<file path="src/rtl/broken_down_time_to_epoch_unit_assert.svh">
// Assertion macros for the broken-down time to epoch unit.
// Included by the top level; no other dependencies.
`ifndef BROKEN_DOWN_TIME_TO_EPOCH_UNIT_ASSERT_SVH
`define BROKEN_DOWN_TIME_TO_EPOCH_UNIT_ASSERT_SVH
`ifndef SYNTHESIS
`define BDTE_ASSERT(label, clk, rst_n, prop) \
	label: assert property (@(posedge clk) disable iff (!rst_n) prop) \
		else $error("bdte assertion failed");
`define BDTE_ASSERT_NEXT(label, clk, rst_n, cond, prop) \
	label: assert property (@(posedge clk) disable iff (!rst_n) cond |=> prop) \
		else $error("bdte assertion failed");
`else
`define BDTE_ASSERT(label, clk, rst_n, prop)
`define BDTE_ASSERT_NEXT(label, clk, rst_n, cond, prop)
`endif
`endif

</file>
<file path="src/rtl/bdte_pkg.sv">
// Shared types, constants and calendar tables for the epoch unit.
// No dependencies.
package bdte_pkg;
	localparam int InW  = 72;
	localparam int OutW = 88;
	localparam logic [11:0] YearBase = 12'd1900;
	localparam logic [11:0] EpochYear = 12'd1970;
	localparam logic [9:0] MinYear = 10'd70;
	localparam logic [9:0] LeapBase = 10'd477;

	typedef enum logic [3:0] {
		OP_IDLE, OP_LOAD, OP_DIV_GO, OP_DIV_TAKE, OP_WALK, OP_YDAY,
		OP_FIN1, OP_FIN2, OP_FIN3, OP_PUBLISH
	} dp_op_t;

	typedef enum logic [2:0] {
		SEL_SEC, SEL_MIN, SEL_HR, SEL_MON, SEL_Y100, SEL_Y400, SEL_WD
	} div_sel_t;

	typedef struct packed {
		dp_op_t   op;
		div_sel_t sel;
	} dp_cmd_t;

	typedef struct packed {
		logic div_done;
		logic walk_more;
		logic yday_more;
		logic out_free;
	} dp_stat_t;

	function automatic logic [4:0] days_in(input logic leap, input logic [3:0] m);
		logic [4:0] n;
		unique case (m)
			4'd1: n = leap ? 5'd29 : 5'd28;
			4'd3, 4'd5, 4'd8, 4'd10: n = 5'd30;
			default: n = 5'd31;
		endcase
		return n;
	endfunction

	function automatic logic [2:0] dow_off(input logic [3:0] m);
		logic [2:0] o;
		unique case (m)
			4'd0: o = 3'd0;
			4'd1: o = 3'd3;
			4'd2: o = 3'd2;
			4'd3: o = 3'd5;
			4'd4: o = 3'd0;
			4'd5: o = 3'd3;
			4'd6: o = 3'd5;
			4'd7: o = 3'd1;
			4'd8: o = 3'd4;
			4'd9: o = 3'd6;
			4'd10: o = 3'd2;
			default: o = 3'd4;
		endcase
		return o;
	endfunction
endpackage

</file>
<file path="src/rtl/bdte_div.sv">
// Constant divider by reciprocal multiplication: the quotient is registered,
// then the remainder from it. Depends on nothing.
module bdte_div (
	input  logic        clk,
	input  logic        arst_n,
	input  logic        go,
	input  logic [15:0] dividend,
	input  logic [8:0]  divisor,
	output logic        done,
	output logic [15:0] quo,
	output logic [8:0]  rem
);
	logic [1:0]  phase_q;
	logic        done_q;
	logic [15:0] num_q;
	logic [8:0]  den_q;
	logic [21:0] recip_q;
	logic [15:0] quo_q;
	logic [8:0]  rem_q;
	logic [21:0] recip;
	logic [37:0] prod;
	logic [24:0] back;
	logic [15:0] diff;

	// ceil(2^24 / d); exact for 16-bit dividends, for 400 up to 43690
	always_comb begin
		unique case (divisor)
			9'd7:    recip = 22'd2396746;
			9'd12:   recip = 22'd1398102;
			9'd24:   recip = 22'd699051;
			9'd60:   recip = 22'd279621;
			9'd100:  recip = 22'd167773;
			9'd400:  recip = 22'd41944;
			default: recip = '0;
		endcase
	end

	assign prod = num_q * recip_q;
	assign back = quo_q * den_q;
	assign diff = num_q - back[15:0];

	always_ff @(posedge clk or negedge arst_n) begin
		if (!arst_n) begin
			phase_q <= 2'd0;
			done_q  <= 1'b0;
		end else begin
			done_q <= 1'b0;
			if (go) begin
				phase_q <= 2'd1;
			end else if (phase_q == 2'd1) begin
				phase_q <= 2'd2;
			end else if (phase_q == 2'd2) begin
				phase_q <= 2'd0;
				done_q  <= 1'b1;
			end
		end
	end

	always_ff @(posedge clk) begin
		if (go) begin
			num_q   <= dividend;
			den_q   <= divisor;
			recip_q <= recip;
		end
		if (phase_q == 2'd1) begin
			quo_q <= 16'(prod[37:24]);
		end
		if (phase_q == 2'd2) begin
			rem_q <= diff[8:0];
		end
	end

	assign done = done_q;
	assign quo  = quo_q;
	assign rem  = rem_q;
endmodule

</file>
<file path="src/rtl/bdte_dp.sv">
// Datapath: field registers, carry divisions, month walk, epoch sum.
// Depends on bdte_pkg and bdte_div.
module bdte_dp (
	input  logic                      clk,
	input  logic                      arst_n,
	input  bdte_pkg::dp_cmd_t         cmd,
	output bdte_pkg::dp_stat_t        stat,
	input  logic [bdte_pkg::InW-1:0]  in_data,
	output logic                      out_valid,
	input  logic                      out_ready,
	output logic [bdte_pkg::OutW-1:0] out_data
);
	import bdte_pkg::*;

	logic [15:0] sec_q;
	logic [12:0] min_q, hr_q;
	logic [10:0] day_q;
	logic [7:0]  mon_q;
	logic [11:0] y_q;
	logic [4:0]  q100_q;
	logic [1:0]  r4_q;
	logic [6:0]  r100_q;
	logic [8:0]  r400_q;
	logic [9:0]  lc_q;
	logic [8:0]  yday_q;
	logic [3:0]  m_q;
	logic [2:0]  wd_q;
	logic [18:0] ydays_q, days_q;
	logic [16:0] tod_q;
	logic [35:0] secs_q;
	logic        out_valid_q;
	logic [OutW-1:0] out_q;

	logic        div_go, div_done;
	logic [15:0] div_a, div_quo;
	logic [8:0]  div_d, div_rem;
	logic [11:0] ym1, wy, wsum;
	logic        leap;
	logic [4:0]  dim, dim_m;
	logic [10:0] hday;
	logic [9:0]  yr_c;

	assign ym1  = y_q - 12'd1;
	assign leap = (r4_q == 2'd3 && r100_q != 7'd99) || r400_q == 9'd399;
	assign dim  = days_in(leap, mon_q[3:0]);
	assign dim_m = days_in(leap, m_q);
	assign wy   = (mon_q[3:0] < 4'd2) ? ym1 : y_q;
	assign wsum = wy + 12'(lc_q) + 12'(mon_q[3:0] >= 4'd2 && leap)
		+ 12'(dow_off(mon_q[3:0])) + 12'(day_q);
	assign hday = day_q + div_quo[10:0];
	assign yr_c = (in_data[67:58] < MinYear) ? MinYear : in_data[67:58];

	always_comb begin
		div_a = '0;
		div_d = 9'd60;
		case (cmd.sel)
			SEL_SEC:  begin div_a = sec_q; div_d = 9'd60; end
			SEL_MIN:  begin div_a = 16'(min_q); div_d = 9'd60; end
			SEL_HR:   begin div_a = 16'(hr_q); div_d = 9'd24; end
			SEL_MON:  begin div_a = 16'(mon_q); div_d = 9'd12; end
			SEL_Y100: begin div_a = 16'(ym1); div_d = 9'd100; end
			SEL_Y400: begin div_a = 16'(ym1); div_d = 9'd400; end
			SEL_WD:   begin div_a = 16'(wsum); div_d = 9'd7; end
			default:  begin div_a = '0; div_d = 9'd60; end
		endcase
	end

	assign div_go = cmd.op == OP_DIV_GO;

	bdte_div u_div (
		.clk(clk), .arst_n(arst_n), .go(div_go), .dividend(div_a), .divisor(div_d),
		.done(div_done), .quo(div_quo), .rem(div_rem)
	);

	always_ff @(posedge clk) begin
		case (cmd.op)
			OP_LOAD: begin
				sec_q <= in_data[15:0];
				min_q <= 13'(in_data[27:16]);
				hr_q  <= 13'(in_data[39:28]);
				day_q <= 11'(in_data[49:40]);
				mon_q <= in_data[57:50];
				y_q   <= YearBase + 12'(yr_c);
			end
			OP_DIV_TAKE: begin
				case (cmd.sel)
					SEL_SEC: begin
						min_q <= min_q + div_quo[12:0];
						sec_q <= 16'(div_rem);
					end
					SEL_MIN: begin
						hr_q  <= hr_q + div_quo[12:0];
						min_q <= 13'(div_rem);
					end
					SEL_HR: begin
						day_q <= (hday == 11'd0) ? 11'd1 : hday;
						hr_q  <= 13'(div_rem);
					end
					SEL_MON: begin
						y_q   <= y_q + div_quo[11:0];
						mon_q <= div_rem[7:0];
					end
					SEL_Y100: begin
						q100_q <= div_quo[4:0];
						r100_q <= div_rem[6:0];
					end
					SEL_Y400: begin
						r400_q <= div_rem;
						r4_q   <= ym1[1:0];
						lc_q   <= ym1[11:2] - 10'(q100_q) + 10'(div_quo[2:0]);
					end
					default: wd_q <= div_rem[2:0];
				endcase
			end
			OP_WALK: begin
				if (day_q > 11'(dim)) begin
					day_q <= day_q - 11'(dim);
					if (mon_q[3:0] == 4'd11) begin
						mon_q  <= '0;
						y_q    <= y_q + 12'd1;
						lc_q   <= lc_q + 10'(leap);
						r4_q   <= r4_q + 2'd1;
						r100_q <= (r100_q == 7'd99) ? 7'd0 : r100_q + 7'd1;
						r400_q <= (r400_q == 9'd399) ? 9'd0 : r400_q + 9'd1;
					end else begin
						mon_q <= mon_q + 8'd1;
					end
				end else begin
					yday_q <= 9'(day_q);
					m_q    <= '0;
				end
			end
			OP_YDAY: begin
				if (m_q < mon_q[3:0]) begin
					yday_q <= yday_q + 9'(dim_m);
					m_q    <= m_q + 4'd1;
				end
			end
			OP_FIN1: begin
				ydays_q <= 19'(19'd365 * 19'(y_q - EpochYear));
				tod_q   <= 17'(17'd60 * 17'(min_q[5:0])) + 17'(sec_q[5:0]);
			end
			OP_FIN2: begin
				tod_q  <= tod_q + 17'(17'd3600 * 17'(hr_q[4:0]));
				days_q <= ydays_q + 19'(lc_q - LeapBase) + 19'(yday_q) - 19'd1;
			end
			OP_FIN3: secs_q <= 36'(36'd86400 * 36'(days_q)) + 36'(tod_q);
			default: ;
		endcase
	end

	always_ff @(posedge clk or negedge arst_n) begin
		if (!arst_n) begin
			out_valid_q <= 1'b0;
		end else if (cmd.op == OP_PUBLISH) begin
			out_valid_q <= 1'b1;
		end else if (out_ready) begin
			out_valid_q <= 1'b0;
		end
	end

	always_ff @(posedge clk) begin
		if (cmd.op == OP_PUBLISH) begin
			out_q <= {3'd0, secs_q, yday_q, wd_q, 11'(y_q - YearBase), mon_q[3:0],
				day_q[4:0], hr_q[4:0], min_q[5:0], sec_q[5:0]};
		end
	end

	assign out_valid      = out_valid_q;
	assign out_data       = out_q;
	assign stat.div_done  = div_done;
	assign stat.walk_more = day_q > 11'(dim);
	assign stat.yday_more = m_q < mon_q[3:0];
	assign stat.out_free  = !out_valid_q || out_ready;
endmodule

</file>
<file path="src/rtl/bdte_ctrl.sv">
// Controller state machine sequencing the epoch datapath.
// Depends on bdte_pkg.
module bdte_ctrl (
	input  logic               clk,
	input  logic               arst_n,
	input  logic               in_valid,
	output logic               in_ready,
	input  bdte_pkg::dp_stat_t stat,
	output bdte_pkg::dp_cmd_t  cmd
);
	import bdte_pkg::*;

	typedef enum logic [8:0] {
		S_IDLE  = 9'b000000001,
		S_DGO   = 9'b000000010,
		S_DWAIT = 9'b000000100,
		S_WALK  = 9'b000001000,
		S_YDAY  = 9'b000010000,
		S_FIN1  = 9'b000100000,
		S_FIN2  = 9'b001000000,
		S_FIN3  = 9'b010000000,
		S_OUT   = 9'b100000000
	} state_t;

	state_t   state_q, state_d;
	div_sel_t sel_q, sel_d;

	always_comb begin
		state_d = state_q;
		sel_d   = sel_q;
		cmd.op  = OP_IDLE;
		cmd.sel = sel_q;
		unique case (state_q)
			S_IDLE: begin
				if (in_valid) begin
					cmd.op  = OP_LOAD;
					sel_d   = SEL_SEC;
					state_d = S_DGO;
				end
			end
			S_DGO: begin
				cmd.op  = OP_DIV_GO;
				state_d = S_DWAIT;
			end
			S_DWAIT: begin
				if (stat.div_done) begin
					cmd.op = OP_DIV_TAKE;
					unique case (sel_q)
						SEL_SEC:  begin sel_d = SEL_MIN; state_d = S_DGO; end
						SEL_MIN:  begin sel_d = SEL_HR; state_d = S_DGO; end
						SEL_HR:   begin sel_d = SEL_MON; state_d = S_DGO; end
						SEL_MON:  begin sel_d = SEL_Y100; state_d = S_DGO; end
						SEL_Y100: begin sel_d = SEL_Y400; state_d = S_DGO; end
						SEL_Y400: state_d = S_WALK;
						default:  state_d = S_FIN1;
					endcase
				end
			end
			S_WALK: begin
				cmd.op = OP_WALK;
				if (!stat.walk_more) state_d = S_YDAY;
			end
			S_YDAY: begin
				cmd.op = OP_YDAY;
				if (!stat.yday_more) begin
					sel_d   = SEL_WD;
					state_d = S_DGO;
				end
			end
			S_FIN1: begin
				cmd.op  = OP_FIN1;
				state_d = S_FIN2;
			end
			S_FIN2: begin
				cmd.op  = OP_FIN2;
				state_d = S_FIN3;
			end
			S_FIN3: begin
				cmd.op  = OP_FIN3;
				state_d = S_OUT;
			end
			S_OUT: begin
				if (stat.out_free) begin
					cmd.op  = OP_PUBLISH;
					state_d = S_IDLE;
				end
			end
			default: state_d = S_IDLE;
		endcase
	end

	always_ff @(posedge clk or negedge arst_n) begin
		if (!arst_n) begin
			state_q <= S_IDLE;
			sel_q   <= SEL_SEC;
		end else begin
			state_q <= state_d;
			sel_q   <= sel_d;
		end
	end

	assign in_ready = state_q == S_IDLE;
endmodule

</file>
<file path="src/rtl/broken_down_time_to_epoch_unit.sv">
// Top level of the broken-down time to epoch seconds unit.
// Depends on bdte_pkg, bdte_ctrl, bdte_dp and the assertion header.
//
// Usage: one input transaction on s_axis carries a calendar time whose
// fields may overflow; one output transaction on m_axis returns the
// normalized fields, weekday, day of year and seconds since 1970.
// Items are handled one at a time. Between the accepting edge and
// m_axis_tvalid the unit runs seven divisions (six carries and the weekday)
// in a shared reciprocal-multiply divider, each as start, quotient,
// remainder, take; a month walk of one month per cycle; a day-of-year sum of
// one month per cycle; epoch arithmetic in S_FIN1, S_FIN2 and S_FIN3; and a
// publish step. s_axis_tready is high only while the unit is idle, so the
// next input can be accepted in the cycle after the publish step.
// The finished result sits in an output register, so the next input is
// taken while it waits; a stalled m_axis holds the unit at its final step
// until the register frees. Reset clears the controller and the output
// valid; no memory needs clearing.
`include "broken_down_time_to_epoch_unit_assert.svh"
module broken_down_time_to_epoch_unit (
	input  logic                      clk,
	input  logic                      arst_n,
	input  logic                      s_axis_tvalid,
	output logic                      s_axis_tready,
	// sec_in[15:0] min_in[27:16] hour_in[39:28] mday_in[49:40] month_in[57:50]
	// year_in[67:58]
	input  logic [bdte_pkg::InW-1:0]  s_axis_tdata,
	output logic                      m_axis_tvalid,
	input  logic                      m_axis_tready,
	// sec_out[5:0] min_out[11:6] hour_out[16:12] mday_out[21:17]
	// month_out[25:22] year_out[36:26] weekday[39:37] year_day[48:40]
	// epoch_seconds[84:49]
	output logic [bdte_pkg::OutW-1:0] m_axis_tdata
);
	import bdte_pkg::*;

	dp_cmd_t  cmd;
	dp_stat_t stat;

	bdte_ctrl u_ctrl (
		.clk(clk), .arst_n(arst_n), .in_valid(s_axis_tvalid), .in_ready(s_axis_tready),
		.stat(stat), .cmd(cmd)
	);

	bdte_dp u_dp (
		.clk(clk), .arst_n(arst_n), .cmd(cmd), .stat(stat), .in_data(s_axis_tdata),
		.out_valid(m_axis_tvalid), .out_ready(m_axis_tready), .out_data(m_axis_tdata)
	);

	`BDTE_ASSERT_NEXT(a_busy_after_accept, clk, arst_n, s_axis_tvalid && s_axis_tready, !s_axis_tready)
	`BDTE_ASSERT(a_time_norm, clk, arst_n, !m_axis_tvalid || (m_axis_tdata[5:0] < 6'd60 && m_axis_tdata[11:6] < 6'd60 && m_axis_tdata[16:12] < 5'd24))
	`BDTE_ASSERT(a_date_norm, clk, arst_n, !m_axis_tvalid || (m_axis_tdata[25:22] < 4'd12 && m_axis_tdata[21:17] != 5'd0 && m_axis_tdata[39:37] < 3'd7))
endmodule

</file>
<file path="config.mk">
export PLATFORM = sky130hd
export DESIGN_NAME = broken_down_time_to_epoch_unit
export DESIGN_NICKNAME = d
export VERILOG_FILES = /design/src/rtl/bdte_pkg.sv /design/src/rtl/bdte_div.sv /design/src/rtl/bdte_dp.sv /design/src/rtl/bdte_ctrl.sv /design/src/rtl/broken_down_time_to_epoch_unit.sv
export VERILOG_INCLUDE_DIRS = /design/src /design/src/rtl
export SDC_FILE = /design/constraint.sdc
export NUM_CORES = 2
export LEC_CHECK = 0
export CORE_AREA = 2 2 277 279
export CTS_BUF_LIST = sky130_fd_sc_hd__clkbuf_4 sky130_fd_sc_hd__clkbuf_8
export DETAILED_ROUTE_END_ITERATION = 10
export DIE_AREA = 0 0 279 281
export DONT_BUFFER_PORTS = 1
export GPL_TIMING_DRIVEN = 0
export PLACE_DENSITY_LB_ADDON = 0.15
export SLEW_MARGIN = 20
export SYNTH_ARGS = -nofsm -noshare
export SYNTH_HDL_FRONTEND = slang
export SYNTH_HIERARCHICAL = 1
export SYNTH_SLANG_ARGS = --single-unit
export TNS_END_PERCENT = 1
</file>
<file path="constraint.sdc">
create_clock -name clk -period 13.7 [get_ports clk]
set_clock_uncertainty 0.15 [all_clocks]
set_input_delay 0.685 -clock clk [delete_from_list [all_inputs] [get_ports clk]]
set_output_delay 0.685 -clock clk [all_outputs]
set_load 0.05 [all_outputs]
</file>
# ---- After elaboration in Yosys (flattened, before gate mapping)
# Memory sizes are Yosys's and may differ from the RTL's. A register that Yosys moved wholly into a read port is not among the register bits.
# Cells that the tools add are included.
dict set report op_classes {
  n_lt_le_gt_ge 5
  eq_ne 64
  n_addsub 31
  n_bitwise 1
  reduce_logical 33
  muxes 76
  mul 6
}
# op n
set ops {}
lappend ops {{$pmux 22 s6} 1}
lappend ops {{$pmux 13 s2} 4}
lappend ops {{$mux 9} 11}
lappend ops {{$pmux 16 s6} 1}
lappend ops {{$pmux 9 s9} 1}
lappend ops {{$mux 12} 4}
lappend ops {{$pmux 9 s5} 1}
lappend ops {{$mux 10} 4}
lappend ops {{$mul 16x22->38} 1}
lappend ops {{$add 36x17->36} 1}
lappend ops {{$pmux 12 s3} 1}
lappend ops {{$pmux 4 s9} 1}
lappend ops {{$pmux 9 s2} 2}
lappend ops {{$pmux 17 s2} 1}
lappend ops {{$mux 11} 3}
lappend ops {{$pmux 11 s3} 1}
lappend ops {{$pmux 16 s2} 1}
lappend ops {{$mul 10x19->29 const A} 1}
lappend ops {{$eq 4x4->1 const B} 7}
lappend ops {{$mux 7} 4}
lappend ops {{$eq 9x9->1 const B} 3}
lappend ops {{$add 13x13->13} 2}
lappend ops {{$eq 4x3->1 const B} 6}
lappend ops {{$mux 8} 3}
lappend ops {{other kinds (88)} 151}
dict set report totals {
  out_inout_bits 90
  rom_bits 48
  reg_bits 384
  n_memories 1
}
# memory words width rd rd_clocked_by_memory_dff write_ports line_no
set memory_table {}
lappend memory_table {{(no name shown)} 16 3 1 1 0 bdte_pkg.sv:44} ;# unique case (m)

# ---- Longest topological paths before layout
dict set report logic_depth {
  ltp_word 9
  depth_mapped 25
  mapped_depth_nobuf 23
}

# ---- Cells and area by module
# Netlist, hierarchy kept.
# mod seq_area_each_um2 cells_per_inst instances area_per_inst_um2
set by_module_without_submodules {}
lappend by_module_without_submodules {bdte_dp 9033.7 2601 1 26238.9}
lappend by_module_without_submodules {bdte_div 1936.9 1417 1 13980.9}
lappend by_module_without_submodules {bdte_ctrl 301.5 115 1 968.4}

# ---- Worst setup path before layout
# Ideal clock, no wire load.
dict set report synth_timing {
  path_type {flip-flop to flip-flop}
  from {register u_ctrl.state_q[6]}
  to {register u_dp.out_q[0] (netlist: u_dp/out_data[0]), enable pin}
  n_path_buf 2
  arrival_ps 8293
  stages_incl_launch_ff 11
  path_slack_ps 4605
  required_time_ps 12898
  setup_time_ps 652
  path_cell_list {dfrtp_1 -> buf_2 -> nor3_1 -> and2_1 -> nand3_1 -> inv_1 -> nand2_1 -> o211ai_1 -> clkbuf_1 -> nand2b_1 -> nor3b_1}
}
# item line_no
set synth_rtl {}
lappend synth_rtl {{start, declared} bdte_ctrl.sv:25} ;# state_t state_q, state_d;
lappend synth_rtl {{start signal, assigned} bdte_ctrl.sv:97} ;# state_q <= state_d;
lappend synth_rtl {{end signal, assigned} bdte_dp.sv:164} ;# out_q <= {3'd0, secs_q, yday_q, wd_q, 11'(y_q - YearBase), mon_q[3:0],
lappend synth_rtl {{end, declared} bdte_dp.sv:32} ;# logic [OutW-1:0] out_q;

# ---- Worst setup path in the final report
dict set report layout_timing {
  from {register u_dp.u_div.recip_q[10]}
  to {register u_dp.u_div.quo_q[12] (netlist: u_dp/u_div/quo[12]) (data pin)}
}
dict set report layout_via {
  elab_chain_cells 1
}
# item line_no
set layout_lines {}
lappend layout_lines {{start, declared} bdte_div.sv:17} ;# logic [21:0] recip_q;
lappend layout_lines {{start signal, assigned} bdte_div.sv:63} ;# recip_q <= recip;
lappend layout_lines {{$mul 16x22->38} bdte_div.sv:38} ;# assign prod = num_q * recip_q;
lappend layout_lines {{via u_dp.u_div.prod[36]} bdte_div.sv:21} ;# logic [37:0] prod;
lappend layout_lines {{end signal, assigned} bdte_div.sv:66} ;# quo_q <= 16'(prod[37:24]);
lappend layout_lines {{end, declared} bdte_div.sv:18} ;# logic [15:0] quo_q;
# The timed path passes the listed nets, and every way through them passes these cells.
# A chain may end at the register's enable or synchronous reset.

==> qor.csv <==
stage,metric,value,unit
run_status,status,"complete, no violations",
routing,Vias,29200,
layout,layout cells sized above 1,0.0494,
worst_setup_path,Crit. End Element,flop,
cts,CTS tree,built,
timing,final hold viol count,0,
worst_setup_path,crit-path max cell delay,0.61,ns
layout,area of the multi-input gates,26500,µm²
worst_setup_path,Crit Path Class,flop to flop,
timing,pin slew with the least headroom to its limit,1.17,ns
cts,CTS Sinks,378,
worst_setup_path,CP dominant cell by count,fa_1,
timing,Max Clk Rate,131,MHz
die,Die X,279,µm
global_routing,total gr overflow,0,
timing,setup TNS,0,ns
timing,endpoints failing setup,0,
cts,# hold bufs at CTS,2,
timing,final worst setup slack,6.05,ns
layout,Filler Cell Count,6624,
global_routing,Total GRT Usage,0.291,
placed_design,DP HPWL,93300,µm
timing,final period utilization,0.558,
layout,P&R area growth vs syn,7.17,%
die,Core ar.,75400,µm²
layout,register area,11200,µm²
cts,Bufs on Longest Clock Path,3,
timing,Slew HR,0.219,
routing,drt total wl,112000,µm
placed_design,placer's final routability congestion estimate,0.995,
worst_setup_path,Crit Path Max Fanout,10,
die,die area,78400,µm²
run,Max Cap Viol,0,
cts,CTS Root Cell,clkbuf_8,
routing,Routed Antenna Nets,0,
global_routing,vias in the first global route,28900,
timing,RSZ-0062 raised after global routing,false,
cts,CTS buffer count,69,
global_routing,initial antenna violation count,10,
routing,DR iter-0 viols,2398,
die,I/O pin count,166,
synth,Mean Syn Cell Area,9.97,µm²
synth,Synth Cell Area,41100,µm²
worst_setup_path,worst path buffer plus inverter count,4,
placed_design,worst slack at placement,6.00,ns
worst_setup_path,"Cell Chain, Critical Path",clkbuf_1 -> nand2_1 -> fa_1 -> fa_1 -> inv_1 -> fa_1 -> fa_1 -> fa_1 -> inv_1 -> fa_1 -> inv_1 -> ha_1 -> nand4_1 -> nor4_1 -> o221ai_1 -> o32ai_1 -> nor3_2 -> a21o_1 -> xnor2_1,
timing,fin. max-slew vios,0,
worst_setup_path,CP max-delay cell,edfxtp_1,
cts,Post-CTS Setup Inserts,0,
global_routing,first-pass GRT wire length,171000,µm
timing,min Tclk post-route,7.65,ns
placed_design,port bufs,0,
synth,synthesis warning total,6,
cts,H-tree level count,3,
routing,drc violations,0,
cts,clock latency on the worst-skew pair,0.67,ns
routing,routed wire length per instance,21.3,µm
worst_setup_path,cell family with most CP delay,adder cells,
layout,Final Instance Count excl. Fillers,5256,
hold_path,Worst Hold Class,input port to flop,
worst_setup_path,Critical Path RT,13.91,ns
cts,Resized Gates After CTS,0,
routing,Vias/cell,5.56,
layout,# nets final,5208,
die,num rows,101,
cts,register clock-pin slew on the reported worst setup and hold paths,0.06,ns
routing,number of iterations in the first detailed-routing pass,6,
placed_design,DP Cell Count,5123,
die,die height,281,µm
synth,Synth Instances,4120,
worst_setup_path,Startpoint Class,flop,
worst_setup_path,CP arrival,7.86,ns
global_routing,largest net degree at the start of global routing,29,
die,starting density of the core,0.544,
through the flow:
| step | hold slack [ns] | util | instance area (µm²) |
|---|---|---|---|
| finish | 0.0682 | 0.584 | 44000 |
| global route | 0.0567 | 0.583 | 44000 |
| CTS | 0.0357 | 0.583 | 44000 |
| detailed placement | 0.241 | 0.564 | 42500 |
| global placement | 0.241 | 0.561 | 42300 |
| floorplan | 0.239 | - | 41100 |
worst reg2reg max path: stages, from the launching register on:
cell,delay [ns]
edfxtp_1,0.61
clkbuf_1,0.55
nand2_1,0.27
fa_1,0.56
fa_1,0.54
inv_1,0.06
fa_1,0.53
fa_1,0.52
fa_1,0.54
inv_1,0.06
fa_1,0.53
inv_1,0.05
ha_1,0.32
nand4_1,0.32
nor4_1,0.56
o221ai_1,0.46
o32ai_1,0.29
nor3_2,0.12
a21o_1,0.20
xnor2_1,0.12
routing by layer:
layer	share of wire	vias up	GRT usage
met1	0.44	14100	0.403
met2	0.43	1091	0.443
met5	0.00097	-	0
li1	-	13800	-
met3	0.085	211	0.0710
met4	0.043	6	0.113
state kept, by name (all words and copies together), names as in the netlist, 14 cells and up, named ones only:
name / count
u_dp/out_data: 85
u_dp/secs_q: 36
u_dp/days_q: 19
u_dp/ydays_q: 19
u_dp/tod_q: 17
u_dp/sec_q: 16
u_dp/u_div/num_q: 16
u_dp/u_div/recip_q: 14
final timing paths:
check	from	endpoint	slack (ns)	depth (start not counted)
max	u_dp/u_div/recip_q[10]	u_dp/u_div/quo[12]	6.05	19
min	s_axis_tdata[7]	u_dp/sec_q[7]	0.07	2
max reg2reg	u_dp/u_div/recip_q[10]	u_dp/u_div/quo[12]	6.05	19
min reg2reg	u_dp/secs_q[4]	u_dp/out_data[53]	0.26	0
max in group asynchronous	arst_n	u_ctrl/sel_q[1]	12.39	1
min in group asynchronous	arst_n	u_ctrl/state_q[8]	0.43	1
cell type report:
class | instances | area share
Sequential cell | 378 | 0.255
Antenna cell | 7 | 0.000398
Buffer | 103 | 0.0107
Tap cell | 978 | 0.0278
Inverter | 774 | 0.0660
Multi-Input combinational cell | 2867 | 0.602
Clock inverter | 28 | 0.00537
Timing Repair Buffer | 25 | 0.00480
Clock buffer | 96 | 0.0272
cells in the final DEF, fill, tap and decap left out, drive strengths merged, types with 14 or more instances in the layout:
master,instances
inv,775
a31oi,14
ha,488
xor2,97
nand2,378
fa,426
nand4,17
and3,19
o21bai,28
edfxtp,359
or3,22
nor3,60
clkbuf,178
clkinv,19
mux2i,18
a21oi,164
o21a,26
and2,164
nand2b,27
nor2b,38
o31ai,19
nor4,18
nor2,175
xnor2,200
o21ai,152
nand3,67
buf,43
a21boi,20
dfrtp,15
a21o,44
Power is not shown: default switching activity piles up to over one toggle a cycle in this logic, so the estimate is an artifact.
